**src/hdl/prdd_pkg.sv**
```systemverilog
// Shared types, widths and helpers for the permutation rank unit.
package prdd_pkg;

    localparam int DIGITS = 5;
    localparam int WORD_W = 17;
    localparam int RANK_W = 7;
    localparam int CNT_W = $clog2(DIGITS);
    localparam int S_TDATA_W = ((WORD_W + 7) / 8) * 8;
    localparam int M_TDATA_W = ((RANK_W + 7) / 8) * 8;
    localparam int STAGES = DIGITS + 2;

    localparam int DIV10_MUL = 104858;
    localparam int DIV10_SHIFT = 20;
    localparam int PROD_W = WORD_W + 17;

    typedef logic [WORD_W-1:0] word_t;
    typedef logic [RANK_W-1:0] rank_t;
    typedef logic [3:0] digit_t;
    typedef digit_t [DIGITS-1:0] digits_t;
    typedef logic [CNT_W-1:0] cnt_t;
    typedef cnt_t [DIGITS-2:0] counts_t;

    function automatic word_t div10(input word_t v);
        logic [PROD_W-1:0] prod;
        begin
            prod = PROD_W'(v) * PROD_W'(DIV10_MUL);
            div10 = WORD_W'(prod >> DIV10_SHIFT);
        end
    endfunction

    function automatic rank_t fact_mod(input int n);
        rank_t f;
        begin
            f = RANK_W'(1);
            for (int k = 2; k <= n; k++)
            begin
                f = RANK_W'(f * RANK_W'(k));
            end
            fact_mod = f;
        end
    endfunction

endpackage

```
**src/hdl/prdd_split.sv**
```systemverilog
// Digit extraction pipeline: one decimal digit per stage, least significant first.
module prdd_split
(
    input  logic              clk,
    input  logic              rst_n,
    input  logic              up_valid,
    output logic              up_ready,
    input  prdd_pkg::word_t   up_word,
    output logic              dn_valid,
    input  logic              dn_ready,
    output prdd_pkg::digits_t dn_digits
);

    localparam int N = prdd_pkg::DIGITS;

    logic [N-1:0]            vld_reg;
    prdd_pkg::word_t         val_reg [N];
    prdd_pkg::digits_t       dig_reg [N];
    logic [N:0]              adv;

    assign adv[N] = dn_ready;

    genvar s;
    generate
        for (s = 0; s < N; s++)
        begin : g_stage
            logic              src_valid;
            prdd_pkg::word_t   src_val;
            prdd_pkg::digits_t src_dig;
            prdd_pkg::word_t   quot;
            prdd_pkg::word_t   rem_full;
            prdd_pkg::word_t   val_next;
            prdd_pkg::digits_t dig_next;

            if (s == 0)
            begin : g_first
                assign src_valid = up_valid;
                assign src_val   = up_word;
                assign src_dig   = '0;
            end
            else
            begin : g_rest
                assign src_valid = vld_reg[s-1];
                assign src_val   = val_reg[s-1];
                assign src_dig   = dig_reg[s-1];
            end

            assign adv[s] = !vld_reg[s] || adv[s+1];

            always_comb
            begin
                quot     = prdd_pkg::div10(src_val);
                rem_full = src_val - prdd_pkg::word_t'((quot << 3) + (quot << 1));
                val_next = quot;
                dig_next = src_dig;
                dig_next[N-1-s] = rem_full[3:0];
            end

            always_ff @(posedge clk or negedge rst_n)
            begin
                if (!rst_n)
                begin
                    vld_reg[s] <= 1'b0;
                end
                else if (adv[s])
                begin
                    vld_reg[s] <= src_valid;
                end
            end

            always_ff @(posedge clk)
            begin
                if (adv[s] && src_valid)
                begin
                    val_reg[s] <= val_next;
                    dig_reg[s] <= dig_next;
                end
            end
        end
    endgenerate

    assign up_ready  = adv[0];
    assign dn_valid  = vld_reg[N-1];
    assign dn_digits = dig_reg[N-1];

endmodule

```
**src/hdl/prdd_rank.sv**
```systemverilog
// Rank pipeline: smaller-later counts, then factorial-weighted sum plus one.
module prdd_rank
(
    input  logic              clk,
    input  logic              rst_n,
    input  logic              up_valid,
    output logic              up_ready,
    input  prdd_pkg::digits_t up_digits,
    output logic              dn_valid,
    input  logic              dn_ready,
    output prdd_pkg::rank_t   dn_rank
);

    localparam int N = prdd_pkg::DIGITS;

    logic              cnt_vld_reg;
    prdd_pkg::counts_t cnt_reg;
    prdd_pkg::counts_t cnt_next;
    logic              rank_vld_reg;
    prdd_pkg::rank_t   rank_reg;
    prdd_pkg::rank_t   rank_next;
    logic              adv_cnt;
    logic              adv_rank;

    assign adv_rank = !rank_vld_reg || dn_ready;
    assign adv_cnt  = !cnt_vld_reg || adv_rank;

    always_comb
    begin
        for (int i = 0; i < N - 1; i++)
        begin
            cnt_next[i] = '0;
            for (int j = i + 1; j < N; j++)
            begin
                cnt_next[i] = prdd_pkg::CNT_W'(cnt_next[i]
                              + prdd_pkg::CNT_W'(up_digits[i] > up_digits[j]));
            end
        end
    end

    always_comb
    begin
        rank_next = prdd_pkg::RANK_W'(1);
        for (int i = 0; i < N - 1; i++)
        begin
            rank_next = prdd_pkg::RANK_W'(rank_next
                        + prdd_pkg::RANK_W'(prdd_pkg::RANK_W'(cnt_reg[i])
                                            * prdd_pkg::fact_mod(N - 1 - i)));
        end
    end

    always_ff @(posedge clk or negedge rst_n)
    begin
        if (!rst_n)
        begin
            cnt_vld_reg  <= 1'b0;
            rank_vld_reg <= 1'b0;
        end
        else
        begin
            if (adv_cnt)
            begin
                cnt_vld_reg <= up_valid;
            end
            if (adv_rank)
            begin
                rank_vld_reg <= cnt_vld_reg;
            end
        end
    end

    always_ff @(posedge clk)
    begin
        if (adv_cnt && up_valid)
        begin
            cnt_reg <= cnt_next;
        end
        if (adv_rank && cnt_vld_reg)
        begin
            rank_reg <= rank_next;
        end
    end

    assign up_ready = adv_cnt;
    assign dn_valid = rank_vld_reg;
    assign dn_rank  = rank_reg;

endmodule

```
**src/hdl/permutation_rank_of_decimal_digits_unit.sv**
```systemverilog
// Throughput: one item per cycle while the output is not stalled; one decimal digit
// split off per stage, then a count stage and a weighted-sum stage, each stage
// with its own valid bit.
// Stages stall independently, so bubbles fill while the output waits.
// Reset (rst_n low, asynchronous) empties every stage; no other state.
module permutation_rank_of_decimal_digits_unit
(
    input  logic                           clk,
    input  logic                           rst_n,
    input  logic                           s_axis_tvalid,
    output logic                           s_axis_tready,
    input  logic [prdd_pkg::S_TDATA_W-1:0] s_axis_tdata,  // [16:0] digit_word, rest zero
    output logic                           m_axis_tvalid,
    input  logic                           m_axis_tready,
    output logic [prdd_pkg::M_TDATA_W-1:0] m_axis_tdata   // [6:0] rank, rest zero
);

    logic              mid_valid;
    logic              mid_ready;
    prdd_pkg::digits_t mid_digits;
    prdd_pkg::rank_t   rank;

    prdd_split u_split
    (
        .clk       (clk),
        .rst_n     (rst_n),
        .up_valid  (s_axis_tvalid),
        .up_ready  (s_axis_tready),
        .up_word   (s_axis_tdata[prdd_pkg::WORD_W-1:0]),
        .dn_valid  (mid_valid),
        .dn_ready  (mid_ready),
        .dn_digits (mid_digits)
    );

    prdd_rank u_rank
    (
        .clk       (clk),
        .rst_n     (rst_n),
        .up_valid  (mid_valid),
        .up_ready  (mid_ready),
        .up_digits (mid_digits),
        .dn_valid  (m_axis_tvalid),
        .dn_ready  (m_axis_tready),
        .dn_rank   (rank)
    );

    assign m_axis_tdata = prdd_pkg::M_TDATA_W'(rank);

endmodule

```
**config.mk**
```make
export PLATFORM = sky130hd
export DESIGN_NAME = permutation_rank_of_decimal_digits_unit
export DESIGN_NICKNAME = d
export VERILOG_FILES = /design/src/hdl/prdd_pkg.sv /design/src/hdl/prdd_split.sv /design/src/hdl/prdd_rank.sv /design/src/hdl/permutation_rank_of_decimal_digits_unit.sv
export SDC_FILE = /design/constraint.sdc
export NUM_CORES = 1
export LEC_CHECK = 0
export BUFFER_PORTS_ARGS = -buffer_cell sky130_fd_sc_hd__buf_4
export CORE_ASPECT_RATIO = 2
export CORE_UTILIZATION = 40
export CTS_CLUSTER_DIAMETER = 100
export DETAILED_ROUTE_END_ITERATION = 10
export GPL_TIMING_DRIVEN = 0
export PLACE_DENSITY_LB_ADDON = 0.3
export SLEW_MARGIN = 20
export SYNTH_ARGS = -nofsm -noshare
export SYNTH_HDL_FRONTEND = slang
export SYNTH_SLANG_ARGS = --single-unit
```
**constraint.sdc**
```tcl
create_clock -name clk -period 8 [get_ports clk]
set_input_delay 0.4 -clock clk [delete_from_list [all_inputs] [get_ports clk]]
set_output_delay 0.4 -clock clk [all_outputs]
set_load 0.01 [all_outputs]
```
==> metrics.md, run 1 <==
| Metric | Value |
|---|---|
| Cts repair resizes | `0` |
| Min Tclk post-route | `between 7 and 8 ns` |
| Total number of vias | `16300` |
| RD Place Congestion | `1.00` |
| Reg-to-Reg End | `u_split.dig_reg[0][83]` |
| Post-Syn Area | `25500 um^2` |
| Worst-path fanout max | `6` |
| Netlist cell types | `71` |
| Initial core utilization | `between 40% and 50%` |
| Critical path's largest stage delay | `~0.61 ns` |
| IO Port Bufs | `29` |
| R2R Setup Slk | `~0.65 ns` |
| WHS | `between 0.15 and 0.2 ns` |
| Number of global-route vias before repair | `around 19000` |
| Total gr overflow | `0` |
| Worst Setup Start Kind | `flop` |
| RSZ-0062 raised after global routing | `false` |
| First-pass GRT wire length | `approximately 95 mm` |
| Pin count of the biggest net entering global routing | `28` |
| Top sig layer | `met4` |
| Setup TNS | `0 ns` |
| Initial antenna violation count | `0` |
| Proportion of layout cells with a drive suffix above 1 | `under 10%` |
| Register area share after synthesis | `between 10% and 20%` |
| Cell Rows | `130` |
| DP Area | `about 27000 um^2` |
| DIE HEIGHT | `359 um` |
| CTS tree | `done` |
| Mux cell area share after synthesis | `0%` |
| Cell area after layout | `~27000 um^2` |
| EDFF count, synth | `roughly 130` |
| Hold Crit Class | `primary input to flop` |
| Yosys Warn Count | `0` |
| Hold path startpoint | `s_axis_tvalid` |
| # setup viols final | `0` |
| Setup Skew | `around 0.0095 ns` |
| Reg clk slew, reported paths | `about 0.060 ns` |
| CP required | `between 8 and 9 ns` |
| Fin. Hold Viols | `0` |
| Max-cap violations | `0` |
| Synth Area in Compound Gates | `5.87%` |
| Synthesized instance count | `approximately 2300` |
| WL met1 | `between 15 and 20 mm` |
| Area leader, netlist | `ha_1` |
| Worst path arrival time | `between 7 and 8 ns` |
| Yosys reg bits | `between 100 and 150` |
| Clock Sinks | `about 140` |
| Post-Synth Adder-Cell Area | `between 60% and 70%` |
| CP Capture Type | `flop` |
| Met2 WL | `35.5 mm` |
| Final nets | `around 3500` |
| TritonCTS Buffers | `17` |
| DR vias/cell | `around 5` |
| TritonRoute pass-1 iters | `5` |
| Ports | `38` |
| Layout area overhead | `7.29%` |
| CTS root buffer | `clkbuf_16` |
| Fin crit share | `between 90 and 100%` |
| Slew headroom | `between 30% and 40%` |
| Hold Crit Depth | `2` |
| Post-synth ARST share | `5.04%` |
| CTS Buffer Depth | `2` |
| Slowest CP cell | `or4b_2` |
| Hpwl dp | `approximately 54 mm` |
| Worst Reg-to-Reg Cells | `24` |
| Avg Cell Area, Syn | `10.9 um^2` |
| Critical R2R Launch | `u_split.val_reg[0][44]` |
| Starting DRT DRC Count | `500` |
| Most common flop cell mapped by yosys | `edfxtp_1` |
| Post-Synth Simple-Gate Area | `4.04%` |
| Gr usage total | `a little under a fifth` |
| Full die area | `64900 um^2` |
| WL final | `just under 60 mm` |
| Pins Over Slew Limit | `0` |
| Clock Latency Late Sink | `around 0.44 ns` |
| Die W | `approximately 180 um` |
| XOR/XNOR Fraction of Synth Area | `under 10%` |
| CP dominant cell by count | `fa_1` |
| Critical path class | `flop to flop` |
| Hold EP | `u_split.g_stage[1].src_valid` |
| Worst Path Buf+Inv | `4` |
| Met3 WL | `~1.0 mm` |
| Post-synth top area share | `~33%` |
| Largest family of logic cells by synthesized area | `adder cells` |
| Routed Antenna Nets | `0` |
| H-Tree Depth | `4` |
| Fmax | `0.136 GHz` |
| Core Area | `roughly 63000 um^2` |
| Post-synth net total | `3400` |
| Area contributors post-synth | `ha_1, fa_1, edfxtp_1` |
| Wirelength per Cell | `approximately 18 um` |
| DRC Markers | `0` |
| Status | `completed` |
| Worst Tran Pin Value | `1.03 ns` |
| Max reg flops | `60` |
| Cell chain of the critical path | `ha_1, inv_1, fa_1, inv_1, fa_1, fa_1, fa_1, inv_1, fa_1, inv_1, ha_1, o2111ai_1, o31ai_1, a21o_1, a21o_1, a21oi_1, xnor2_1, ha_1, and2_1, or4b_2, a21oi_1, nor3_1, xnor2_1, xnor2_1` |
| Crit-path leading delay family | `adder cells` |
-- cells in the final DEF, fill, tap and decap left out, types with 16 or more instances in the layout --
master and count:
a21oi_1 61, clkbuf_16 17, nand2_1 40, fa_1 353, xor2_1 22, nand3_1 16
xnor2_1 72, ha_1 672, o21ai_0 27, buf_4 30, nor2_1 31, edfxtp_1 132
nor2b_1 19, a21o_1 33, inv_1 675, nand2b_1 22
-- per-stage QoR --
step,setup slack [ns],utilization (%),cells
final,0.646,43.5,3203
after CTS,0.633,43.5,3202
after global routing,0.281,43.5,3202
after detailed placement,0.671,42.6,3169
after floorplan,1.47,-,2347
after global placement,0.683,42.5,3168
-- routing by layer --
| metal | vias up | global-route usage (%) |
|---|---|---|
| met5 | - | 0 |
| met4 | 0 | 16.0 |
| met3 | 208 | 1.88 |
| met2 | 289 | 40.9 |
| met1 | 8111 | 14.6 |
| li1 | 7717 | - |
-- worst max path at each step --
| stage | slack [ns] | cells after the start | startpoint | endpoint |
|---|---|---|---|---|
| after floorplan | 1.47 | 24 | u_split.val_reg[0][43] | u_split.dig_reg[0][83] |
| after global placement | 0.68 | 24 | u_split.val_reg[0][44] | u_split.dig_reg[0][83] |
| after detailed placement | 0.67 | 24 | u_split.val_reg[0][44] | u_split.dig_reg[0][83] |
| after CTS | 0.63 | 24 | u_split.val_reg[0][44] | u_split.dig_reg[0][83] |
| after global routing | 0.28 | 27 | u_split.val_reg[0][42] | u_split.dig_reg[0][83] |
| final | 0.65 | 24 | u_split.val_reg[0][44] | u_split.dig_reg[0][83] |
-- kinds of logic after synthesis --
logic type,after synthesis
adder cells (fa/ha/maj),1025
buffers and inverters,676
AO/OA/AOI/OAI,219
AND/OR/NAND/NOR,192
flip-flops,139
XOR/XNOR,95
other,1
-- cell type report --
cell class | count | area, um^2
Clock inverter | 15 | 170
Sequential cell | 139 | 4140
Inverter | 675 | 2530
Buffer | 1 | 7.51
Fill cell | 5929 | 35600
Tap cell | 792 | 991
Antenna cell | 1 | 2.50
Timing Repair Buffer | 31 | 248
Clock buffer | 17 | 425
Multi-Input combinational cell | 1532 | 18900
-- worst reg2reg max path, stage by stage (launching register included) --
cell and delay, ns:
edfxtp_1 0.54, ha_1 0.47, inv_1 0.09, fa_1 0.53
inv_1 0.06, fa_1 0.50, fa_1 0.56, fa_1 0.55
inv_1 0.05, fa_1 0.53, inv_1 0.05, ha_1 0.31
o2111ai_1 0.11, o31ai_1 0.49, a21o_1 0.19, a21o_1 0.18
a21oi_1 0.11, xnor2_1 0.18, ha_1 0.27, and2_1 0.19
or4b_2 0.62, a21oi_1 0.13, nor3_1 0.10, xnor2_1 0.15
xnor2_1 0.15
-- cell usage after synthesis, types with 5 or more instances --
| cell | instances |
|---|---|
| nor2_1 | 31 |
| nor2b_1 | 20 |
| nand2_1 | 40 |
| fa_1 | 353 |
| ha_1 | 672 |
| a31oi_1 | 10 |
| o21ai_0 | 27 |
| nor3_1 | 9 |
| a211o_1 | 5 |
| a21o_1 | 33 |
| and4_1 | 5 |
| or2_2 | 5 |
| and2_1 | 8 |
| nand3_1 | 16 |
| inv_1 | 675 |
| o21ai_1 | 7 |
| and3_1 | 10 |
| a21oi_1 | 61 |
| xnor2_1 | 72 |
| dfrtp_1 | 7 |
| o21a_1 | 7 |
| xor2_1 | 22 |
| nand4_1 | 11 |
| a41oi_1 | 7 |
| o21bai_1 | 7 |
| edfxtp_1 | 132 |
| nand2b_1 | 22 |
-- what timing repair did --
item                       in CTS  in global routing
hold endpoints to repair        7                  0
buffers inserted                0                  0
setup endpoints to repair       0                  0
hold buffers                    1                  0
Power of run 1 is left out: the tool's default activity adds up to more than one toggle a clock period on the data nets, which glitch-free logic cannot reach.
==> run 2, diff against run 1 <==
- PLACE_DENSITY_LB_ADDON: 0.3 -> unset
==> metrics.md, run 2 (same netlist as run 1, synthesis figures left out) <==
| Metric | Value |
|---|---|
| Critical R2R Launch | `u_split.val_reg[0][44]` |
| Min Tclk post-route | `7.33 ns (-0.0283 ns)` |
| Hold Crit Class | `primary input to flop` |
| CTS Buffer Depth | `2 (unchanged)` |
| Fmax | `0.137 GHz (+0.39%)` |
| TritonRoute pass-1 iters | `4 (-1)` |
| H-Tree Depth | `4 (unchanged)` |
| Pins Over Slew Limit | `0 (unchanged)` |
| WL final | `59.0 mm (+0.37%)` |
| Postcts setup bufs | `0 (unchanged)` |
| Number of global-route vias before repair | `19100 (+0.61%)` |
| DR vias/cell | `5.08 (-0.32%)` |
| Fin. Hold Viols | `0 (unchanged)` |
| Clock Latency Late Sink | `0.45 ns (about the same)` |
| Initial core utilization | `40.6% (unchanged)` |
| Max-cap violations | `0 (unchanged)` |
| Antenna Cells | `0 (-1)` |
| Total number of vias | `16300 (-0.35%)` |
| # setup viols final | `0 (unchanged)` |
| IO Port Bufs | `29 (unchanged)` |
| Status | `completed` |
| Initial antenna violation count | `0 (unchanged)` |
| Worst Tran Pin Value | `1.01 ns (-0.0169 ns)` |
| Pin count of the biggest net entering global routing | `28 (unchanged)` |
| Reg area | `4140 um^2 (unchanged)` |
| Hold path startpoint | `s_axis_tvalid` |
| Cell Rows | `130 (unchanged)` |
| First-pass GRT wire length | `96.3 mm (+1.6%)` |
| Most frequent cells in the layout | `inv_1, ha_1, fa_1, edfxtp_1, xnor2_1` |
| CTS tree | `done` |
| Die W | `181 um (unchanged)` |
| Post-CTS Hold Buffers | `1 (unchanged)` |
| Setup TNS | `0 ns (unchanged)` |
| Number of fill cells | `5912 (-0.29%)` |
| CP required | `8.21 ns (+0.02 ns)` |
| Hpwl dp | `53.7 mm (+0.18%)` |
| Most common cell after layout, fill and taps aside | `inv_1` |
| Wirelength per Cell | `18.4 um (+0.41%)` |
| Clock Sinks | `139 (unchanged)` |
| DIE HEIGHT | `359 um (unchanged)` |
| Proportion of layout cells with a drive suffix above 1 | `3.65% (unchanged)` |
| Multi-input logic area | `18900 um^2 (unchanged)` |
| Reg clk slew, reported paths | `0.07 ns (about the same)` |
| Max reg flops | `60 (unchanged)` |
| Full die area | `64900 um^2 (unchanged)` |
| Layout area overhead | `7.29% (about the same)` |
| Fin crit share | `91.6% (-0.35 points)` |
| Critical path class | `flop to flop` |
| Worst Setup Start Kind | `flop` |
| CP Capture Type | `flop` |
| Setup Skew | `0.00924 ns (-0.000263 ns)` |
| Gr usage total | `19.5% (+0.28 points)` |
| Total gr overflow | `0 (unchanged)` |
| Crit. Startpoint | `u_split.val_reg[0][44]` |
| Ports | `38 (unchanged)` |
| TritonCTS Buffers | `17 (unchanged)` |
| Starting DRT DRC Count | `402 (-20%)` |
| Slew headroom | `32.3% (+1.1 points)` |
| CTS root buffer | `clkbuf_16` |
| Core Area | `62900 um^2 (unchanged)` |
| Worst-path fanout max | `6 (unchanged)` |
| Cts repair resizes | `0 (unchanged)` |
| Routed Antenna Nets | `0 (unchanged)` |
| Worst path arrival time | `7.53 ns (about the same)` |
| Final nets | `3450 (unchanged)` |
| RSZ-0062 raised after global routing | `false` |
| DRC Markers | `0 (unchanged)` |
| RD Place Congestion | `1.03 (+2.3%)` |
-- run 2: path summary, 6_finish.rpt --
kind,end,slack (ns),depth (start not counted)
setup / recovery,u_split.dig_reg[0][83],0.67,24
hold / removal,u_split.g_stage[1].src_valid,0.17,2
setup reg to reg,u_split.dig_reg[0][83],0.67,24
hold reg to reg,u_split.dig_reg[0][98],0.41,0
max in group asynchronous,u_split.g_stage[1].src_valid,7.58,2
min in group asynchronous,u_rank.dn_valid,0.30,2
-- run 2: area by class of cell --
class                      instances  share of cell area, %
tap                              792                   3.62
timing repair buffer              31                  0.904
multi-input combinational       1532                   68.9
inverter                         675                   9.25
buffer                             1                 0.0274
clock buffer                      17                   1.55
clock inverter                    15                  0.635
sequential                       139                   15.1
-- run 2: through the flow --
stage                     worst slack (ns)  hold WS [ns]  instance area (um^2)  util (%)  instances
final                                0.675         0.171                 27400      43.5       3202
after detailed placement             0.652         0.218                 26800      42.6       3169
after floorplan                       1.47         0.104                 25500         -       2347
after global routing                 0.236         0.172                 27400      43.5       3202
after CTS                            0.592         0.164                 27400      43.5       3202
after global placement               0.715         0.217                 26700      42.5       3168
-- run 2: metal layers --
layer | GRT usage, % | up-vias | routed length, um
met5 | 0 | - | 0
met4 | 15.4 | 0 | 5130
met3 | 2.03 | 208 | 977
met2 | 41.6 | 275 | 35900
met1 | 14.9 | 8069 | 16900
li1 | - | 7716 | -
-- run 2: critical path, stage by stage (launching register included) --
cell       delay (ns)
edfxtp_1         0.54
ha_1             0.46
inv_1            0.09
fa_1             0.54
inv_1            0.06
fa_1             0.53
fa_1             0.54
fa_1             0.55
inv_1            0.06
fa_1             0.53
inv_1            0.05
ha_1             0.30
o2111ai_1        0.11
o31ai_1          0.49
a21o_1           0.19
a21o_1           0.17
a21oi_1          0.10
xnor2_1          0.15
ha_1             0.30
and2_1           0.19
or4b_2           0.61
a21oi_1          0.14
nor3_1           0.09
xnor2_1          0.20
xnor2_1          0.10
Power of run 2 is left out for the same reason.
==> run 3, diff against run 2 <==
- CORE_MARGIN: unset -> 2
- GPL_TIMING_DRIVEN: 0 -> 1
- TNS_END_PERCENT: unset -> 1
==> metrics.md, run 3 (same netlist as run 1, synthesis figures left out) <==
| Metric | Value |
|---|---|
| Total number of vias | `15500 (-4.8%)` |
| Most common cell after layout, fill and taps aside | `inv_1` |
| H-Tree Depth | `4 (unchanged)` |
| Layout area overhead | `7.34% (about the same)` |
| Total gr overflow | `0 (unchanged)` |
| Min Tclk post-route | `7.22 ns (-0.109 ns)` |
| Proportion of layout cells with a drive suffix above 1 | `3.61% (-0.043 points)` |
| Met1 GRT Util | `22.3% (+7.4 points)` |
| Max-cap violations | `0 (unchanged)` |
| Clock Latency Late Sink | `0.44 ns (about the same)` |
| Starting DRT DRC Count | `624 (+55%)` |
| Worst-path fanout max | `6 (unchanged)` |
| IO Port Bufs | `29 (unchanged)` |
| Setup Skew | `0.0122 ns (+0.00294 ns)` |
| CTS root buffer | `clkbuf_16` |
| Final nets | `3451 (+0.029%)` |
| Status | `completed` |
| CP dominant cell by count | `fa_1` |
| Ports | `38 (unchanged)` |
| Full die area | `66000 um^2 (+1.7%)` |
| Most frequent cells in the layout | `inv_1, ha_1, fa_1, edfxtp_1, xnor2_1` |
| Hpwl dp | `44.3 mm (-17%)` |
| Initial antenna violation count | `0 (unchanged)` |
| Fin. Hold Viols | `0 (unchanged)` |
| Postcts setup bufs | `0 (unchanged)` |
| Grt met3 use | `1.79% (-0.23 points)` |
| Clock Sinks | `139 (unchanged)` |
| Cell chain of the critical path | `ha_1, inv_1, fa_1, inv_1, fa_1, fa_1, fa_1, inv_1, fa_1, inv_1, ha_1, o2111ai_1, o31ai_1, a21o_1, a21o_1, a21oi_1, xnor2_1, ha_1, and2_1, or4b_2, a21oi_1, nor3_1, xnor2_1, xnor2_1` |
| Crit-path leading delay family | `adder cells` |
| Number of global-route vias before repair | `16900 (-12%)` |
| Initial core utilization | `40.3% (-0.31 points)` |
| Hold Crit Class | `primary input to flop` |
| Critical path's largest stage delay | `0.61 ns (about the same)` |
| DR vias/cell | `4.83 (-5.0%)` |
| Worst Setup Start Kind | `flop` |
| Fin crit share | `90.2% (-1.4 points)` |
| DIE HEIGHT | `361 um (+0.56%)` |
| Pin count of the biggest net entering global routing | `31 (+11%)` |
| Wirelength per Cell | `15.5 um (-16%)` |
| Max reg flops | `60 (unchanged)` |
| Reg clk slew, reported paths | `0.06 ns (about the same)` |
| RD Place Congestion | `0.881 (-14%)` |
| Slew headroom | `34.5% (+2.1 points)` |
| Antenna Cells | `0 (unchanged)` |
| CP required | `8.19 ns (-0.02 ns)` |
| First-pass GRT wire length | `84.9 mm (-12%)` |
| TritonCTS Buffers | `17 (unchanged)` |
| CP Capture Type | `flop` |
| DRC Markers | `0 (unchanged)` |
| Slowest CP cell | `or4b_2` |
| Post-CTS Hold Buffers | `1 (unchanged)` |
| Met2 Usage GRT | `27.7% (-14 points)` |
| Cell Rows | `131 (+0.77%)` |
| Cts repair resizes | `0 (unchanged)` |
| CTS tree | `done` |
| Worst Path Buf+Inv | `4 (unchanged)` |
| Critical path class | `flop to flop` |
| Die W | `183 um (+1.1%)` |
| Number of fill cells | `6039 (+2.1%)` |
| Worst Tran Pin Value | `0.983 ns (-0.0319 ns)` |
| TritonRoute pass-1 iters | `5 (+1)` |
| Gr usage total | `16.3% (-3.2 points)` |
| Setup TNS | `0 ns (unchanged)` |
| # setup viols final | `0 (unchanged)` |
| Worst path arrival time | `7.40 ns (-0.13 ns)` |
| Routed Antenna Nets | `0 (unchanged)` |
| RSZ-0062 raised after global routing | `false` |
| Pins Over Slew Limit | `0 (unchanged)` |
| Core Area | `63400 um^2 (+0.77%)` |
| WL final | `49.7 mm (-16%)` |
| Fmax | `0.139 GHz (+1.5%)` |
| GR peak layer | `met2` |
| CTS Buffer Depth | `2 (unchanged)` |
## run 3: stage by stage
| stage | cells | worst slack [ns] | utilization [%] | hold slack [ns] | area (um^2) |
|---|---|---|---|---|---|
| floorplan | 2347 | 1.47 | - | 0.104 | 25500 |
| global placement | 3176 | 0.858 | 42.2 | 0.216 | 26800 |
| detailed placement | 3176 | 0.773 | 42.2 | 0.218 | 26800 |
| CTS | 3209 | 0.739 | 43.2 | 0.137 | 27400 |
| global route | 3209 | 0.470 | 43.2 | 0.151 | 27400 |
| finish | 3209 | 0.784 | 43.2 | 0.155 | 27400 |
## run 3: cell type report
| class | instances | area (um^2) | area share (%) |
|---|---|---|---|
| tap | 798 | 998 | 3.64 |
| timing repair buffer | 33 | 250 | 0.913 |
| clock buffer | 18 | 429 | 1.57 |
| clock inverter | 14 | 194 | 0.708 |
| multi-input combinational | 1532 | 18900 | 68.8 |
| inverter | 675 | 2530 | 9.24 |
| sequential | 139 | 4140 | 15.1 |
## run 3: final timing paths
path | start | to | slack (ns) | depth (start not counted)
max in group asynchronous | rst_n | u_split.g_stage[3].src_valid | 7.58 | 2
worst max register to register | u_split.val_reg[0][44] | u_split.dig_reg[0][83] | 0.78 | 24
worst max-delay path | u_split.val_reg[0][44] | u_split.dig_reg[0][83] | 0.78 | 24
worst min-delay path | s_axis_tvalid | u_split.g_stage[1].src_valid | 0.15 | 2
worst min register to register | u_split.dig_reg[0][58] | u_split.dig_reg[0][78] | 0.42 | 0
min in group asynchronous | rst_n | u_rank.cnt_vld_reg | 0.30 | 2
## run 3: metal layers
layer | wire (um) | vias to the layer above
li1 | - | 7723
met1 | 23800 | 7635
met2 | 24300 | 111
met3 | 923 | 26
met4 | 596 | 0
met5 | 0 | -
## run 3: worst reg2reg max path: stages, from the launching register on
cell	delay, ns
edfxtp_1	0.52
ha_1	0.42
inv_1	0.08
fa_1	0.53
inv_1	0.06
fa_1	0.50
fa_1	0.52
fa_1	0.56
inv_1	0.06
fa_1	0.52
inv_1	0.05
ha_1	0.30
o2111ai_1	0.11
o31ai_1	0.58
a21o_1	0.21
a21o_1	0.15
a21oi_1	0.09
xnor2_1	0.14
ha_1	0.30
and2_1	0.17
or4b_2	0.61
a21oi_1	0.14
nor3_1	0.08
xnor2_1	0.17
xnor2_1	0.10
Power of run 3 is left out for the same reason.
